### src/pmsfa_pkg.sv
package pmsfa_pkg;

  localparam int MAX_FRAMES  = 255;
  localparam int FRAME_LIMIT = (MAX_FRAMES > 255) ? 255 : MAX_FRAMES;

  localparam logic [7:0] HDR_BYTE = 8'hAA;
  localparam logic [7:0] CMD_BYTE = 8'hC0;
  localparam int         DATA_LEN = 6;

  localparam int SUM_W  = 21;
  localparam int CNT_W  = 8;
  localparam int RD_W   = 13;
  localparam int MEAN_W = SUM_W + 8;
  localparam int STEP_W = $clog2(MEAN_W);
  localparam int PROD_W = 16 + MEAN_W + 1;

  // Multiply by this and shift right by DIV10_SHIFT to divide a 16-bit value by ten.
  localparam logic [16:0] DIV10_MUL   = 17'd52429;
  localparam int          DIV10_SHIFT = 19;

  localparam int QUEUE_DEPTH = 2;
  localparam int QPTR_W      = $clog2(QUEUE_DEPTH);
  localparam int QCNT_W      = $clog2(QUEUE_DEPTH + 1);

  localparam logic [0:0] REG_SLOPE     = 1'b0;
  localparam logic [0:0] REG_INTERCEPT = 1'b1;

  localparam logic [15:0] SLOPE_RESET     = 16'd4096;
  localparam logic [23:0] INTERCEPT_RESET = 24'd0;

  localparam logic [23:0] Q8_MAX = 24'h7FFFFF;
  localparam logic [23:0] Q8_MIN = 24'h800000;

  localparam logic STATUS_OK        = 1'b0;
  localparam logic STATUS_NO_FRAMES = 1'b1;

  typedef enum logic [1:0] {
    PH_HEAD,
    PH_CMD,
    PH_DATA,
    PH_CHECK
  } parse_phase_t;

  typedef enum logic [1:0] {
    BK_IDLE,
    BK_DIV,
    BK_MUL,
    BK_OUT
  } back_state_t;

  typedef struct packed {
    logic [SUM_W-1:0] sum;
    logic [CNT_W-1:0] count;
    logic             corr;
  } window_t;

endpackage

### src/pmsfa_if.sv
interface pmsfa_in_if;
  logic       valid;
  logic       ready;
  logic       req_type;
  logic [7:0] rx_byte;
  logic       apply_correction;

  modport source (output valid, req_type, rx_byte, apply_correction, input ready);
  modport sink (input valid, req_type, rx_byte, apply_correction, output ready);
endinterface

interface pmsfa_out_if;
  logic        valid;
  logic        ready;
  logic        status;
  logic [7:0]  frame_total;
  logic [23:0] pm25_q8;

  modport source (output valid, status, frame_total, pm25_q8, input ready);
  modport sink (input valid, status, frame_total, pm25_q8, output ready);
endinterface

interface pmsfa_cfg_if;
  logic        valid;
  logic        ready;
  logic [0:0]  index;
  logic [23:0] data;

  modport source (output valid, index, data, input ready);
  modport sink (input valid, index, data, output ready);
endinterface

### src/pmsfa_front.sv
module pmsfa_front (
  input  logic               clk,
  input  logic               rst_n,
  pmsfa_in_if.sink           in_ch,
  input  logic               q_full,
  output logic               push,
  output pmsfa_pkg::window_t push_data
);

  pmsfa_pkg::parse_phase_t phase_r, phase_nxt;
  logic [2:0]                 pos_r, pos_nxt;
  logic [7:0]                 check_r, check_nxt;
  logic [15:0]                value_r, value_nxt;
  logic [pmsfa_pkg::RD_W-1:0] reading_r;
  logic [pmsfa_pkg::SUM_W-1:0] sum_r, sum_nxt;
  logic [pmsfa_pkg::CNT_W-1:0] count_r, count_nxt;
  logic [32:0]                div_prod;
  logic [pmsfa_pkg::SUM_W:0]  sum_ext;
  logic                       take;

  assign in_ch.ready = !q_full;
  assign take        = in_ch.valid && in_ch.ready;

  // The reading is registered from value_r; the checksum byte comes at least four bytes later.
  assign div_prod = {1'b0, value_r} * {16'd0, pmsfa_pkg::DIV10_MUL};
  assign sum_ext  = {1'b0, sum_r} + {{(pmsfa_pkg::SUM_W + 1 - pmsfa_pkg::RD_W){1'b0}}, reading_r};

  always_comb begin
    phase_nxt = phase_r;
    pos_nxt   = pos_r;
    check_nxt = check_r;
    value_nxt = value_r;
    sum_nxt   = sum_r;
    count_nxt = count_r;
    if (take && in_ch.req_type) begin
      phase_nxt = pmsfa_pkg::PH_HEAD;
      pos_nxt   = 3'd0;
      check_nxt = 8'd0;
      value_nxt = 16'd0;
      sum_nxt   = '0;
      count_nxt = '0;
    end else if (take) begin
      case (phase_r)
        pmsfa_pkg::PH_HEAD: begin
          if (in_ch.rx_byte == pmsfa_pkg::HDR_BYTE) begin
            phase_nxt = pmsfa_pkg::PH_CMD;
          end
        end
        pmsfa_pkg::PH_CMD: begin
          if (in_ch.rx_byte == pmsfa_pkg::CMD_BYTE) begin
            phase_nxt = pmsfa_pkg::PH_DATA;
            pos_nxt   = 3'd0;
            check_nxt = 8'd0;
            value_nxt = 16'd0;
          end else begin
            phase_nxt = pmsfa_pkg::PH_HEAD;
          end
        end
        pmsfa_pkg::PH_DATA: begin
          check_nxt = check_r + in_ch.rx_byte;
          if (pos_r == 3'd0) begin
            value_nxt[7:0] = in_ch.rx_byte;
          end
          if (pos_r == 3'd1) begin
            value_nxt[15:8] = in_ch.rx_byte;
          end
          pos_nxt = pos_r + 3'd1;
          if (pos_r == 3'(pmsfa_pkg::DATA_LEN - 1)) begin
            phase_nxt = pmsfa_pkg::PH_CHECK;
          end
        end
        default: begin
          if (in_ch.rx_byte == check_r &&
              count_r < pmsfa_pkg::CNT_W'(pmsfa_pkg::FRAME_LIMIT)) begin
            count_nxt = count_r + 1'b1;
            sum_nxt   = sum_ext[pmsfa_pkg::SUM_W] ? {pmsfa_pkg::SUM_W{1'b1}}
                                                  : sum_ext[pmsfa_pkg::SUM_W-1:0];
          end
          phase_nxt = pmsfa_pkg::PH_HEAD;
          pos_nxt   = 3'd0;
          check_nxt = 8'd0;
          value_nxt = 16'd0;
        end
      endcase
    end
  end

  always_comb begin
    push            = take && in_ch.req_type;
    push_data.sum   = sum_r;
    push_data.count = count_r;
    push_data.corr  = in_ch.apply_correction;
  end

  always_ff @(posedge clk) begin
    if (!rst_n) begin
      phase_r <= pmsfa_pkg::PH_HEAD;
      sum_r   <= '0;
      count_r <= '0;
    end else begin
      phase_r <= phase_nxt;
      sum_r   <= sum_nxt;
      count_r <= count_nxt;
    end
  end

  always_ff @(posedge clk) begin
    pos_r     <= pos_nxt;
    check_r   <= check_nxt;
    value_r   <= value_nxt;
    reading_r <= div_prod[pmsfa_pkg::DIV10_SHIFT +: pmsfa_pkg::RD_W];
  end

endmodule

### src/pmsfa_queue.sv
module pmsfa_queue (
  input  logic               clk,
  input  logic               rst_n,
  input  logic               push,
  input  pmsfa_pkg::window_t push_data,
  input  logic               pop,
  output pmsfa_pkg::window_t head,
  output logic               full,
  output logic               empty
);

  pmsfa_pkg::window_t              entry_r [pmsfa_pkg::QUEUE_DEPTH];
  logic [pmsfa_pkg::QPTR_W-1:0]    wr_ptr_r, rd_ptr_r;
  logic [pmsfa_pkg::QCNT_W-1:0]    count_r;

  assign full  = count_r == pmsfa_pkg::QCNT_W'(pmsfa_pkg::QUEUE_DEPTH);
  assign empty = count_r == '0;
  assign head  = entry_r[rd_ptr_r];

  always_ff @(posedge clk) begin
    if (!rst_n) begin
      wr_ptr_r <= '0;
      rd_ptr_r <= '0;
      count_r  <= '0;
    end else begin
      if (push) begin
        wr_ptr_r <= wr_ptr_r + 1'b1;
      end
      if (pop) begin
        rd_ptr_r <= rd_ptr_r + 1'b1;
      end
      if (push && !pop) begin
        count_r <= count_r + 1'b1;
      end else if (pop && !push) begin
        count_r <= count_r - 1'b1;
      end
    end
  end

  always_ff @(posedge clk) begin
    if (push) begin
      entry_r[wr_ptr_r] <= push_data;
    end
  end

  a_no_overflow: assert property (@(posedge clk) disable iff (!rst_n) !(push && full))
    else $error("Request pushed into a full queue.");
  a_no_underflow: assert property (@(posedge clk) disable iff (!rst_n) !(pop && empty))
    else $error("Request popped from an empty queue.");
  a_count_bound: assert property (@(posedge clk) disable iff (!rst_n)
      count_r <= pmsfa_pkg::QCNT_W'(pmsfa_pkg::QUEUE_DEPTH))
    else $error("Queue fill count exceeds the depth.");

endmodule

### src/pmsfa_back.sv
module pmsfa_back (
  input  logic               clk,
  input  logic               rst_n,
  pmsfa_cfg_if.sink          cfg_ch,
  input  logic               q_empty,
  input  pmsfa_pkg::window_t q_head,
  output logic               pop,
  pmsfa_out_if.source        out_ch
);

  pmsfa_pkg::back_state_t state_r, state_nxt;

  logic [15:0]                   slope_r;
  logic [23:0]                   intercept_r;
  logic [pmsfa_pkg::MEAN_W-1:0]  dividend_r, quot_r;
  logic [7:0]                    rem_r, divisor_r;
  logic [pmsfa_pkg::STEP_W-1:0]  step_r;
  logic                          corr_r, no_frames_r;
  logic [pmsfa_pkg::CNT_W-1:0]   total_r;
  logic signed [pmsfa_pkg::PROD_W-1:0] prod_r;
  logic                          out_valid_r, out_status_r;
  logic [7:0]                    out_total_r;
  logic [23:0]                   out_pm_r;

  logic [8:0]                    rem_sh, rem_sub;
  logic                          rem_ge, div_last, out_free, load_out;
  logic signed [pmsfa_pkg::PROD_W-1:0] prod_sh;
  logic signed [pmsfa_pkg::PROD_W:0]   final_val;
  logic [23:0]                   final_pm;

  assign cfg_ch.ready = 1'b1;

  assign rem_sh   = {rem_r, dividend_r[pmsfa_pkg::MEAN_W-1]};
  assign rem_sub  = rem_sh - {1'b0, divisor_r};
  assign rem_ge   = rem_sh >= {1'b0, divisor_r};
  assign div_last = step_r == pmsfa_pkg::STEP_W'(pmsfa_pkg::MEAN_W - 1);
  assign out_free = !out_valid_r || out_ch.ready;

  // Arithmetic shift right gives the floor of the division by 4096.
  assign prod_sh = prod_r >>> 12;

  always_comb begin
    if (corr_r) begin
      final_val = {prod_sh[pmsfa_pkg::PROD_W-1], prod_sh} +
                  {{(pmsfa_pkg::PROD_W + 1 - 24){intercept_r[23]}}, intercept_r};
    end else begin
      final_val = {{(pmsfa_pkg::PROD_W + 1 - pmsfa_pkg::MEAN_W){1'b0}}, quot_r};
    end
    if (no_frames_r) begin
      final_pm = 24'd0;
    end else if (final_val > $signed({{(pmsfa_pkg::PROD_W + 1 - 24){1'b0}}, pmsfa_pkg::Q8_MAX})) begin
      final_pm = pmsfa_pkg::Q8_MAX;
    end else if (final_val < $signed({{(pmsfa_pkg::PROD_W + 1 - 24){1'b1}}, pmsfa_pkg::Q8_MIN})) begin
      final_pm = pmsfa_pkg::Q8_MIN;
    end else begin
      final_pm = final_val[23:0];
    end
  end

  always_comb begin
    state_nxt = state_r;
    case (state_r)
      pmsfa_pkg::BK_IDLE: begin
        if (!q_empty) begin
          state_nxt = (q_head.count == '0) ? pmsfa_pkg::BK_OUT : pmsfa_pkg::BK_DIV;
        end
      end
      pmsfa_pkg::BK_DIV: begin
        if (div_last) begin
          state_nxt = corr_r ? pmsfa_pkg::BK_MUL : pmsfa_pkg::BK_OUT;
        end
      end
      pmsfa_pkg::BK_MUL: begin
        state_nxt = pmsfa_pkg::BK_OUT;
      end
      default: begin
        if (out_free) begin
          state_nxt = pmsfa_pkg::BK_IDLE;
        end
      end
    endcase
  end

  always_comb begin
    pop      = 1'b0;
    load_out = 1'b0;
    case (state_r)
      pmsfa_pkg::BK_IDLE: pop      = !q_empty;
      pmsfa_pkg::BK_OUT:  load_out = out_free;
      default: begin
        pop      = 1'b0;
        load_out = 1'b0;
      end
    endcase
  end

  always_ff @(posedge clk) begin
    if (!rst_n) begin
      state_r     <= pmsfa_pkg::BK_IDLE;
      out_valid_r <= 1'b0;
      slope_r     <= pmsfa_pkg::SLOPE_RESET;
      intercept_r <= pmsfa_pkg::INTERCEPT_RESET;
    end else begin
      state_r <= state_nxt;
      if (load_out) begin
        out_valid_r <= 1'b1;
      end else if (out_ch.ready) begin
        out_valid_r <= 1'b0;
      end
      if (cfg_ch.valid && cfg_ch.index == pmsfa_pkg::REG_SLOPE) begin
        slope_r <= cfg_ch.data[15:0];
      end
      if (cfg_ch.valid && cfg_ch.index == pmsfa_pkg::REG_INTERCEPT) begin
        intercept_r <= cfg_ch.data;
      end
    end
  end

  always_ff @(posedge clk) begin
    if (pop) begin
      dividend_r  <= {q_head.sum, 8'd0};
      quot_r      <= '0;
      rem_r       <= 8'd0;
      divisor_r   <= q_head.count;
      step_r      <= '0;
      corr_r      <= q_head.corr;
      total_r     <= q_head.count;
      no_frames_r <= q_head.count == '0;
    end else if (state_r == pmsfa_pkg::BK_DIV) begin
      dividend_r <= {dividend_r[pmsfa_pkg::MEAN_W-2:0], 1'b0};
      quot_r     <= {quot_r[pmsfa_pkg::MEAN_W-2:0], rem_ge};
      rem_r      <= rem_ge ? rem_sub[7:0] : rem_sh[7:0];
      step_r     <= step_r + 1'b1;
    end
    if (state_r == pmsfa_pkg::BK_MUL) begin
      prod_r <= pmsfa_pkg::PROD_W'($signed(slope_r)) *
                pmsfa_pkg::PROD_W'($signed({1'b0, quot_r}));
    end
    if (load_out) begin
      out_status_r <= no_frames_r ? pmsfa_pkg::STATUS_NO_FRAMES : pmsfa_pkg::STATUS_OK;
      out_total_r  <= total_r;
      out_pm_r     <= final_pm;
    end
  end

  assign out_ch.valid       = out_valid_r;
  assign out_ch.status      = out_status_r;
  assign out_ch.frame_total = out_total_r;
  assign out_ch.pm25_q8     = out_pm_r;

  a_div_nonzero: assert property (@(posedge clk) disable iff (!rst_n)
      state_r == pmsfa_pkg::BK_DIV |-> divisor_r != 8'd0)
    else $error("Divide started on an empty window.");
  a_rem_bound: assert property (@(posedge clk) disable iff (!rst_n)
      state_r == pmsfa_pkg::BK_DIV |-> rem_r < divisor_r)
    else $error("Partial remainder not below the divisor.");
  a_out_load: assert property (@(posedge clk) disable iff (!rst_n)
      load_out |=> out_valid_r)
    else $error("Loaded result not presented.");

endmodule

### src/pm_sensor_frame_averager.sv
// PM2.5 frame averager.
// in_ch takes one request per accepted handshake: a received UART byte
// (req_type 0) or a finish request (req_type 1). Bytes feed the frame
// parser at one per cycle while in_ch is ready, and never produce a result.
// A finish request snapshots the window's sum and frame count into a
// two-entry queue, clears the window and restarts the parser in the same
// cycle, so bytes of the next window keep flowing while the mean is worked out.
// The back end pops a window and divides with a radix-2 restoring divider,
// one quotient bit per cycle over the 29 quotient bits, then does the
// slope multiply in the BK_MUL state when correction is requested. A
// finish request's window goes from the queue through the divide, the
// multiply with correction and the out_ch register; an empty window skips
// the divide. A new window is popped only after the last result is loaded.
// in_ch.ready drops only while the queue holds two unfinished windows.
// out_ch is a registered output; when the receiver stalls, the result holds
// and the back end waits, so the queue fills and then input stalls.
// cfg_ch writes slope (index 0) and intercept (index 1) at any time it is
// valid; it is always ready. Reset clears the window, the parser and the
// queue, and sets slope to 1.0 and intercept to zero.
module pm_sensor_frame_averager (
  input  logic         clk,
  input  logic         rst_n,
  pmsfa_in_if.sink     in_ch,
  pmsfa_out_if.source  out_ch,
  pmsfa_cfg_if.sink    cfg_ch
);

  logic               push, pop, q_full, q_empty;
  pmsfa_pkg::window_t push_data, q_head;

  pmsfa_front u_front (
    .clk       (clk),
    .rst_n     (rst_n),
    .in_ch     (in_ch),
    .q_full    (q_full),
    .push      (push),
    .push_data (push_data)
  );

  pmsfa_queue u_queue (
    .clk       (clk),
    .rst_n     (rst_n),
    .push      (push),
    .push_data (push_data),
    .pop       (pop),
    .head      (q_head),
    .full      (q_full),
    .empty     (q_empty)
  );

  pmsfa_back u_back (
    .clk     (clk),
    .rst_n   (rst_n),
    .cfg_ch  (cfg_ch),
    .q_empty (q_empty),
    .q_head  (q_head),
    .pop     (pop),
    .out_ch  (out_ch)
  );

endmodule
### src/flat_wrapper.sv
// flat-port wrapper written by rule: the top's interface ports become plain ports
module pm_sensor_frame_averager_flat 
  (clk, rst_n, in_ch_valid, in_ch_req_type, in_ch_rx_byte, in_ch_apply_correction, in_ch_ready, out_ch_valid, out_ch_status, out_ch_frame_total, out_ch_pm25_q8, out_ch_ready, cfg_ch_valid, cfg_ch_index, cfg_ch_data, cfg_ch_ready);
  pmsfa_in_if in_ch_i ();
  pmsfa_out_if out_ch_i ();
  pmsfa_cfg_if cfg_ch_i ();
  input  logic clk;
  input  logic rst_n;
  input wire logic [$bits(in_ch_i.valid)-1:0] in_ch_valid;
  input wire logic [$bits(in_ch_i.req_type)-1:0] in_ch_req_type;
  input wire logic [$bits(in_ch_i.rx_byte)-1:0] in_ch_rx_byte;
  input wire logic [$bits(in_ch_i.apply_correction)-1:0] in_ch_apply_correction;
  output wire logic [$bits(in_ch_i.ready)-1:0] in_ch_ready;
  output wire logic [$bits(out_ch_i.valid)-1:0] out_ch_valid;
  output wire logic [$bits(out_ch_i.status)-1:0] out_ch_status;
  output wire logic [$bits(out_ch_i.frame_total)-1:0] out_ch_frame_total;
  output wire logic [$bits(out_ch_i.pm25_q8)-1:0] out_ch_pm25_q8;
  input wire logic [$bits(out_ch_i.ready)-1:0] out_ch_ready;
  input wire logic [$bits(cfg_ch_i.valid)-1:0] cfg_ch_valid;
  input wire logic [$bits(cfg_ch_i.index)-1:0] cfg_ch_index;
  input wire logic [$bits(cfg_ch_i.data)-1:0] cfg_ch_data;
  output wire logic [$bits(cfg_ch_i.ready)-1:0] cfg_ch_ready;
  assign in_ch_i.valid = in_ch_valid;
  assign in_ch_i.req_type = in_ch_req_type;
  assign in_ch_i.rx_byte = in_ch_rx_byte;
  assign in_ch_i.apply_correction = in_ch_apply_correction;
  assign in_ch_ready = in_ch_i.ready;
  assign out_ch_valid = out_ch_i.valid;
  assign out_ch_status = out_ch_i.status;
  assign out_ch_frame_total = out_ch_i.frame_total;
  assign out_ch_pm25_q8 = out_ch_i.pm25_q8;
  assign out_ch_i.ready = out_ch_ready;
  assign cfg_ch_i.valid = cfg_ch_valid;
  assign cfg_ch_i.index = cfg_ch_index;
  assign cfg_ch_i.data = cfg_ch_data;
  assign cfg_ch_ready = cfg_ch_i.ready;
  pm_sensor_frame_averager u_core (.clk(clk), .rst_n(rst_n), .in_ch(in_ch_i), .out_ch(out_ch_i), .cfg_ch(cfg_ch_i));
endmodule
### config.mk
export PLATFORM = sky130hd
export DESIGN_NAME = pm_sensor_frame_averager_flat
export DESIGN_NICKNAME = d
export VERILOG_FILES = /design/src/pmsfa_pkg.sv /design/src/pmsfa_if.sv /design/src/pmsfa_front.sv /design/src/pmsfa_queue.sv /design/src/pmsfa_back.sv /design/src/pm_sensor_frame_averager.sv /design/src/flat_wrapper.sv
export SDC_FILE = /design/constraint.sdc
export NUM_CORES = 2
export LEC_CHECK = 0
export ABC_AREA = 1
export BUFFER_PORTS_ARGS = -buffer_cell sky130_fd_sc_hd__buf_2
export CAP_MARGIN = 30
export CORE_ASPECT_RATIO = 0.8
export CORE_MARGIN = 2
export CORE_UTILIZATION = 60
export CTS_CLUSTER_DIAMETER = 150
export CTS_CLUSTER_SIZE = 28
export DETAILED_ROUTE_END_ITERATION = 10
export PLACE_DENSITY = 0.82
export SLEW_MARGIN = 25
export SYNTH_ARGS = -nofsm -noshare
export SYNTH_HDL_FRONTEND = slang
export SYNTH_HIERARCHICAL = 1
export SYNTH_SLANG_ARGS = --single-unit
### constraint.sdc
create_clock -name clk -period 10.3 [get_ports clk]
set_clock_uncertainty 0.2 [all_clocks]
set_input_delay 0.515 -clock clk [delete_from_list [all_inputs] [get_ports clk]]
set_output_delay 0.515 -clock clk [all_outputs]
set_load 0.1 [all_outputs]
; Yosys cells after proc, flatten, opt, wreduce, memory -nomap -nowiden
; Memories as Yosys holds them, arrays and structs flattened. A register that Yosys moved wholly into a read port is not among the register bits.
; Cells that the tools add are included.
[classes]
add_sub_neg = 11
multipliers = 2
order_cmp = 4
n_eq_ne = 19
mux = 36
bitwise_logic = 4
reduce_logical = 31
[op_table]
columns = operator, n
row1 = $mux W29, 2
row2 = $pmux W16 S3, 1
row3 = $gt A47 B24 Y1 const B, 1
row4 = $lt A47 B24 Y1 const B, 1
row5 = $mux W47, 1
row6 = $mul A16 B30 Y46, 1
row7 = $add A34 B24 Y35, 1
row8 = $mul A16 B16 Y32 const B, 1
row9 = $mux W8, 4
row10 = $mux W24, 1
row11 = $pmux W8 S3, 1
row12 = $mux W23, 1
row13 = $add A21 B13 Y22, 1
row14 = $mux W21, 1
row15 = $mux W2, 9
row16 = $eq A8 B8 Y1 const B, 2
row17 = $mux W16, 1
row18 = $ne A2 B2 Y1 const B, 7
row19 = $pmux W2 S3, 2
row20 = $reduce_and A3 Y1, 4
row21 = $mux W1, 10
row22 = $ge A9 B8 Y1, 1
row23 = $pmux W3 S3, 1
row24 = $add A8 B1 Y8 const B, 1
row25 = 27 further kinds, 51
[totals]
register_bits = 270
ramBits = 60
in_bits = 40
word_cells = 135
mem_count = 1
[mem_list]
columns = name, depth, width, read_ports, rd_clocked_by_memory_dff, wr, line_no
row1 = u_core.u_queue.entry_r, 2, 30, 1, 1, 1, pmsfa_queue.sv:12  ; pmsfa_pkg::window_t entry_r [pmsfa_pkg::QUEUE_DEPTH];

; Logic depth before layout (Yosys ltp)
[depth]
word_depth = 8
depth_mapped = 29
depth_no_buf = 27

; By module
; Netlist, hierarchy kept.
[by_module_without_submodules]
columns = mod, n_inst, cells_each, area_each_um2
row1 = pmsfa_back, 1, 3481, 26068.8
row2 = pmsfa_front, 1, 1281, 9295.2
row3 = pmsfa_queue, 1, 128, 2513.7

; Worst setup path before layout
; No wires, ideal clock.
[synth_timing]
kind = reg-to-reg
startpoint = register u_core/u_back/quot_r[5] (netlist bit)
endpoint = register u_core/u_back/prod_r[42] (netlist bit) (data pin)
arrival_ps = 5817
path_slack_ps = 4023
stages_incl_launch_ff = 23
path_buffers = 2
synth_period_minus_slack_ps = 6277
path_cell_list = dfxtp_1 clkbuf_1 clkbuf_1 nand2_1 fa_1 inv_1 fa_1 fa_1 fa_1 fa_1 inv_1 fa_1 inv_1 ha_1 a21oi_1 o21ai_0 a21oi_1 inv_1 a211oi_1 o21ai_0 nand4_1 nand3_1 xor2_1
[synth_via]
elab_chain_cells = 1
[synth_lines]
columns = element, line_no
row1 = from (decl), pmsfa_back.sv:15  ; logic [pmsfa_pkg::MEAN_W-1:0] dividend_r, quot_r;
row2 = from (signal assigned), pmsfa_back.sv:131  ; quot_r <= {quot_r[pmsfa_pkg::MEAN_W-2:0], rem_ge};
row3 = $mul A16 B30 Y46, pmsfa_back.sv:136  ; prod_r <= pmsfa_pkg::PROD_W'($signed(slope_r)) *
row4 = to (signal assigned), pmsfa_back.sv:136
row5 = to (decl), pmsfa_back.sv:20  ; logic signed [pmsfa_pkg::PROD_W-1:0] prod_r;
; Every way passes these cells.
; A chain may end at the register's enable or synchronous reset.

; Worst setup path in the final report
[layout_timing]
startpoint = register u_core.u_back.slope_r[15]
endpoint = register u_core/u_back/prod_r[42] (netlist bit) (data pin)
[layout_via]
elab_chain_cells = 1
[layout_lines]
columns = element, line_no
row1 = from (decl), pmsfa_back.sv:13  ; logic [15:0] slope_r;
row2 = from (signal assigned), pmsfa_back.sv:101  ; slope_r <= pmsfa_pkg::SLOPE_RESET;
row3 = from (signal assigned), pmsfa_back.sv:111  ; slope_r <= cfg_ch.data[15:0];
row4 = $mul A16 B30 Y46, pmsfa_back.sv:136
; Every way passes these cells.

==> metrics.cfg <==
[status]
status = completed

[setup_path]
endpoint_kind = flop
r2r_cells = 20
max_stage_delay_ns = 0.68
arrival_ns = 7.50
path_cells = inv_1 > nor2_1 > fa_1 > fa_1 > fa_1 > fa_1 > fa_1 > inv_1 > fa_1 > inv_1 > ha_1 > a21oi_1 > o21ai_0 > a21oi_1 > inv_1 > a211oi_1 > o21ai_0 > nand4_1 > nand3_1 > xor2_1
cp_data_required_time_ns = 10.41
start_kind = flop
slowest_stage = dfxtp_1
worstPathMaxFanout = 21
path_class = flop to flop
path_common_cell = fa_1

[clock_network]
cts_tree = done
htree_levels = 1
numCtsBuffers = 15
clk_pin_slew_ns = 0.12
hold_buffers = 1
root_buffer = clkbuf_16
cts_resized = 0
clk_path_buf_depth = 3
clk_latency_ns = 0.54
cts_sinks = 319
post_cts_buffers = 0

[min_path]
min_path_cells = 3
hold_path_class = input port to flop

[place]
dp.cells = 5678
place_area_um2 = 38900
hpwlAfterDp_um = 81300
portBuffers = 74
gp_congestion = 1.03

[detailed_routing]
post_drt_wl_per_cell_um = 17.5
wl_um = 99800
final_antenna_net_count = 0
drc_errors = 0
detail_route.first_pass.iterations = 6
drtIter0Drc = 3115
vias = 31200
via_per_inst = 5.48

[logic_synthesis]
synth_cell_type_count = 57
synth_edf_count = 158
yosysTopAreaCell = fa_1
synth.top_cells.by_area = fa_1 (24%), edfxtp_1 (13%), nand2_1 (12%)
yosysSeqAreaShare_pct = 21.0
synth_nets = 5737
yosys_most_used_dff = dfxtp_1
avgSynthCellArea_um2 = 7.75
yosysWarnings = 6
ys_async_sr_fraction_pct = 0
synth_top_area_share_pct = 24.2
synth_area_um2 = 37900
ys_ff_latch = 319
syn-instance-count = 4890

[power_and_ir_drop]
combinationalPowerShare_pct = 42.9
switchingPower_mw = 1.80
clkPwrFrac_pct = 16.5
leakagePower_nw = 21.5
irDropWorstVdd_uv = 131
power_density_nw_per_um2 = 107
sw_frac_of_total_pct = 42.8
power_frac_seq_pct = 40.6
internal-power_mw = 2.40

[cells_and_area]
num-nets-final = 5706
final_core_util_pct = 63.0
fill_cells = 5413
design_area_um2 = 39400
antenna_cells = 0
layout_common_cells = nand2_1 (1218), inv_1 (1193), fa_1 (458)
drive_gt1_share_pct = 5.14
final_cell_count_no_fill = 5707
multi_input_area_um2 = 24700
area_delta_synth_final_pct = 4.04
final_common_cell = nand2_1
seqCellArea_um2 = 7970

[global_routing]
grt_max_degree = 47
grt-ovfl-total = 0
grt_pass1_vias = 31000
grt_pass1_wl_um = 162000
antenna_found_initial = 0
grt_usage_pct = 31.1

[timing]
fin_crit_sh_pct = 71.8
fmax_mhz = 135
drv_slew = 0
hold_ws_ns = 0.0229
setup_violations = 0
timing.final.crit_period_ns = 7.39
slew_headroom_pct = 33.7
grt_setup_unrepaired = no
final-hold-violation-count = 0
worst_slew_pin_slew_ns = 0.994
fin_tns_setup_ns = 0

[floorplanning]
initial_utilization_pct = 60.5
num_rows = 82
dieArea_um2 = 65200
ios = 76
die_x_um = 285
core_um2 = 62600
die_h_um = 229

[flow_run]
cap_violations = 0

registers in the layout, summed over array words and instances, names as in the netlist, 3 cells and up, named ones only:
name	cells
u_core/u_front/count_r	8
u_core/u_back/total_r	8
u_core/u_back/step_r	5
u_core/u_front/pos_r	3
u_core/u_front/value_r	16
u_core/u_back/intercept_r	24
u_core/u_back/quot_r	29
u_core/u_queue/entry_r	60
u_core/u_back/rem_r	8
u_core/u_front/sum_r	21
u_core/u_back/prod_r	34
u_core/u_back/dividend_r	21
u_core/u_front/check_r	8
u_core/u_back/slope_r	16
u_core/u_back/out_ch.pm25_q8	24
u_core/u_front/reading_r	13
u_core/u_back/out_ch.frame_total	8
worst max-delay path: cells and delay by family (launching register included):
family          cells  cell delay [ns]
compound gates      5             1.44
buf+inv             4             0.69
flops               1             0.68
simple gates        3             0.53
fa+ha+maj           7             3.46
xor+xnor            1             0.16
metrics by stage:
stage / power, mW / setup WS [ns]
after CTS: 4.16 / 3.06
after detailed placement: 3.48 / 3.09
after floorplan: 2.98 / 4.02
after global routing: 4.44 / 2.59
after global placement: 3.43 / 3.28
final: 4.20 / 2.91
per-layer routing:
layer / global-route usage [%] / share of wire [%] / up-vias
li1: - / - / 14700
met1: 44.1 / 42 / 14900
met2: 50.2 / 45 / 1445
met3: 4.91 / 9.6 / 169
met4: 7.59 / 2.7 / 0
met5: 0 / 0 / -
area by class of cell:
cell class | count | share of cell area (%)
clock buffer | 23 | 1.03
clock inverter | 2 | 0.0540
inverter | 1205 | 11.5
multi-input combinational | 3206 | 62.7
sequential | 319 | 20.2
tap | 840 | 2.67
timing repair buffer | 112 | 1.82
path summary, 6_finish.rpt:
kind                                                             start                                       endpoint  slack [ns]
worst min-delay path                                    cfg_ch_data[0]          u_core/u_back/slope_r[0]$_SDFFE_PN0P_        0.02
worst max-delay path            u_core/u_back/slope_r[15]$_SDFFE_PN0P_             u_core/u_back/prod_r[42]$_DFFE_PP_        2.91
worst min register to register      u_core/u_back/total_r[4]$_DFFE_PP_  u_core/u_back/out_ch.frame_total[4]$_DFFE_PP_        0.26
worst max register to register  u_core/u_back/slope_r[15]$_SDFFE_PN0P_             u_core/u_back/prod_r[42]$_DFFE_PP_        2.91
power groups by stage:
stage | sequential, mW | clock, mW | combinational [mW]
CTS | 1.71 | 0.704 | 1.74
global placement | 1.74 | 0 | 1.69
finish | 1.71 | 0.693 | 1.80
global route | 1.72 | 0.746 | 1.98
detailed placement | 1.74 | 0 | 1.73
floorplan | 1.72 | 0 | 1.25
cell families (layout without fill, tap and decap cells):
family                     after synthesis  after routing  share of synthesized area (%)
adders and majority gates              807            807                           35.7
buffers and inverters                 1365           1342                           13.8
DFF                                    319            319                           21.0
other                                    1              1                        0.00990
and+or+nand+nor                       1865           1865                           20.3
xor gates and xnor gates                65             65                           1.50
AOI/OAI and AO/OA                      438            438                           6.48
muxes                                   30             30                           1.19
cell usage after synthesis, types with 3 or more instances:
| cell type | number |
|---|---|
| a31oi_1 | 23 |
| dfxtp_1 | 161 |
| o21ai_1 | 7 |
| o21a_1 | 10 |
| and2_1 | 9 |
| ha_1 | 349 |
| nand3_1 | 153 |
| nand3_2 | 6 |
| edfxtp_1 | 158 |
| mux2_4 | 30 |
| and3_1 | 3 |
| nor2_4 | 4 |
| a21boi_0 | 3 |
| buf_1 | 17 |
| inv_1 | 1193 |
| o21bai_1 | 11 |
| nand2_1 | 1219 |
| nand3b_1 | 9 |
| nand4_1 | 54 |
| nor3_1 | 23 |
| fa_1 | 458 |
| clkbuf_1 | 119 |
| nand2_2 | 20 |
| buf_2 | 12 |
| a211oi_1 | 3 |
| xnor2_1 | 26 |
| xor2_1 | 39 |
| a21oi_1 | 190 |
| or2_2 | 3 |
| nor2_2 | 15 |
| inv_2 | 10 |
| o21ai_0 | 124 |
| nor2_1 | 333 |
| nand3_4 | 3 |
| a21oi_2 | 20 |
| o22ai_1 | 30 |
| buf_4 | 5 |
| buf_6 | 7 |
| a21o_1 | 5 |
(Power assumes the default switching activity.)
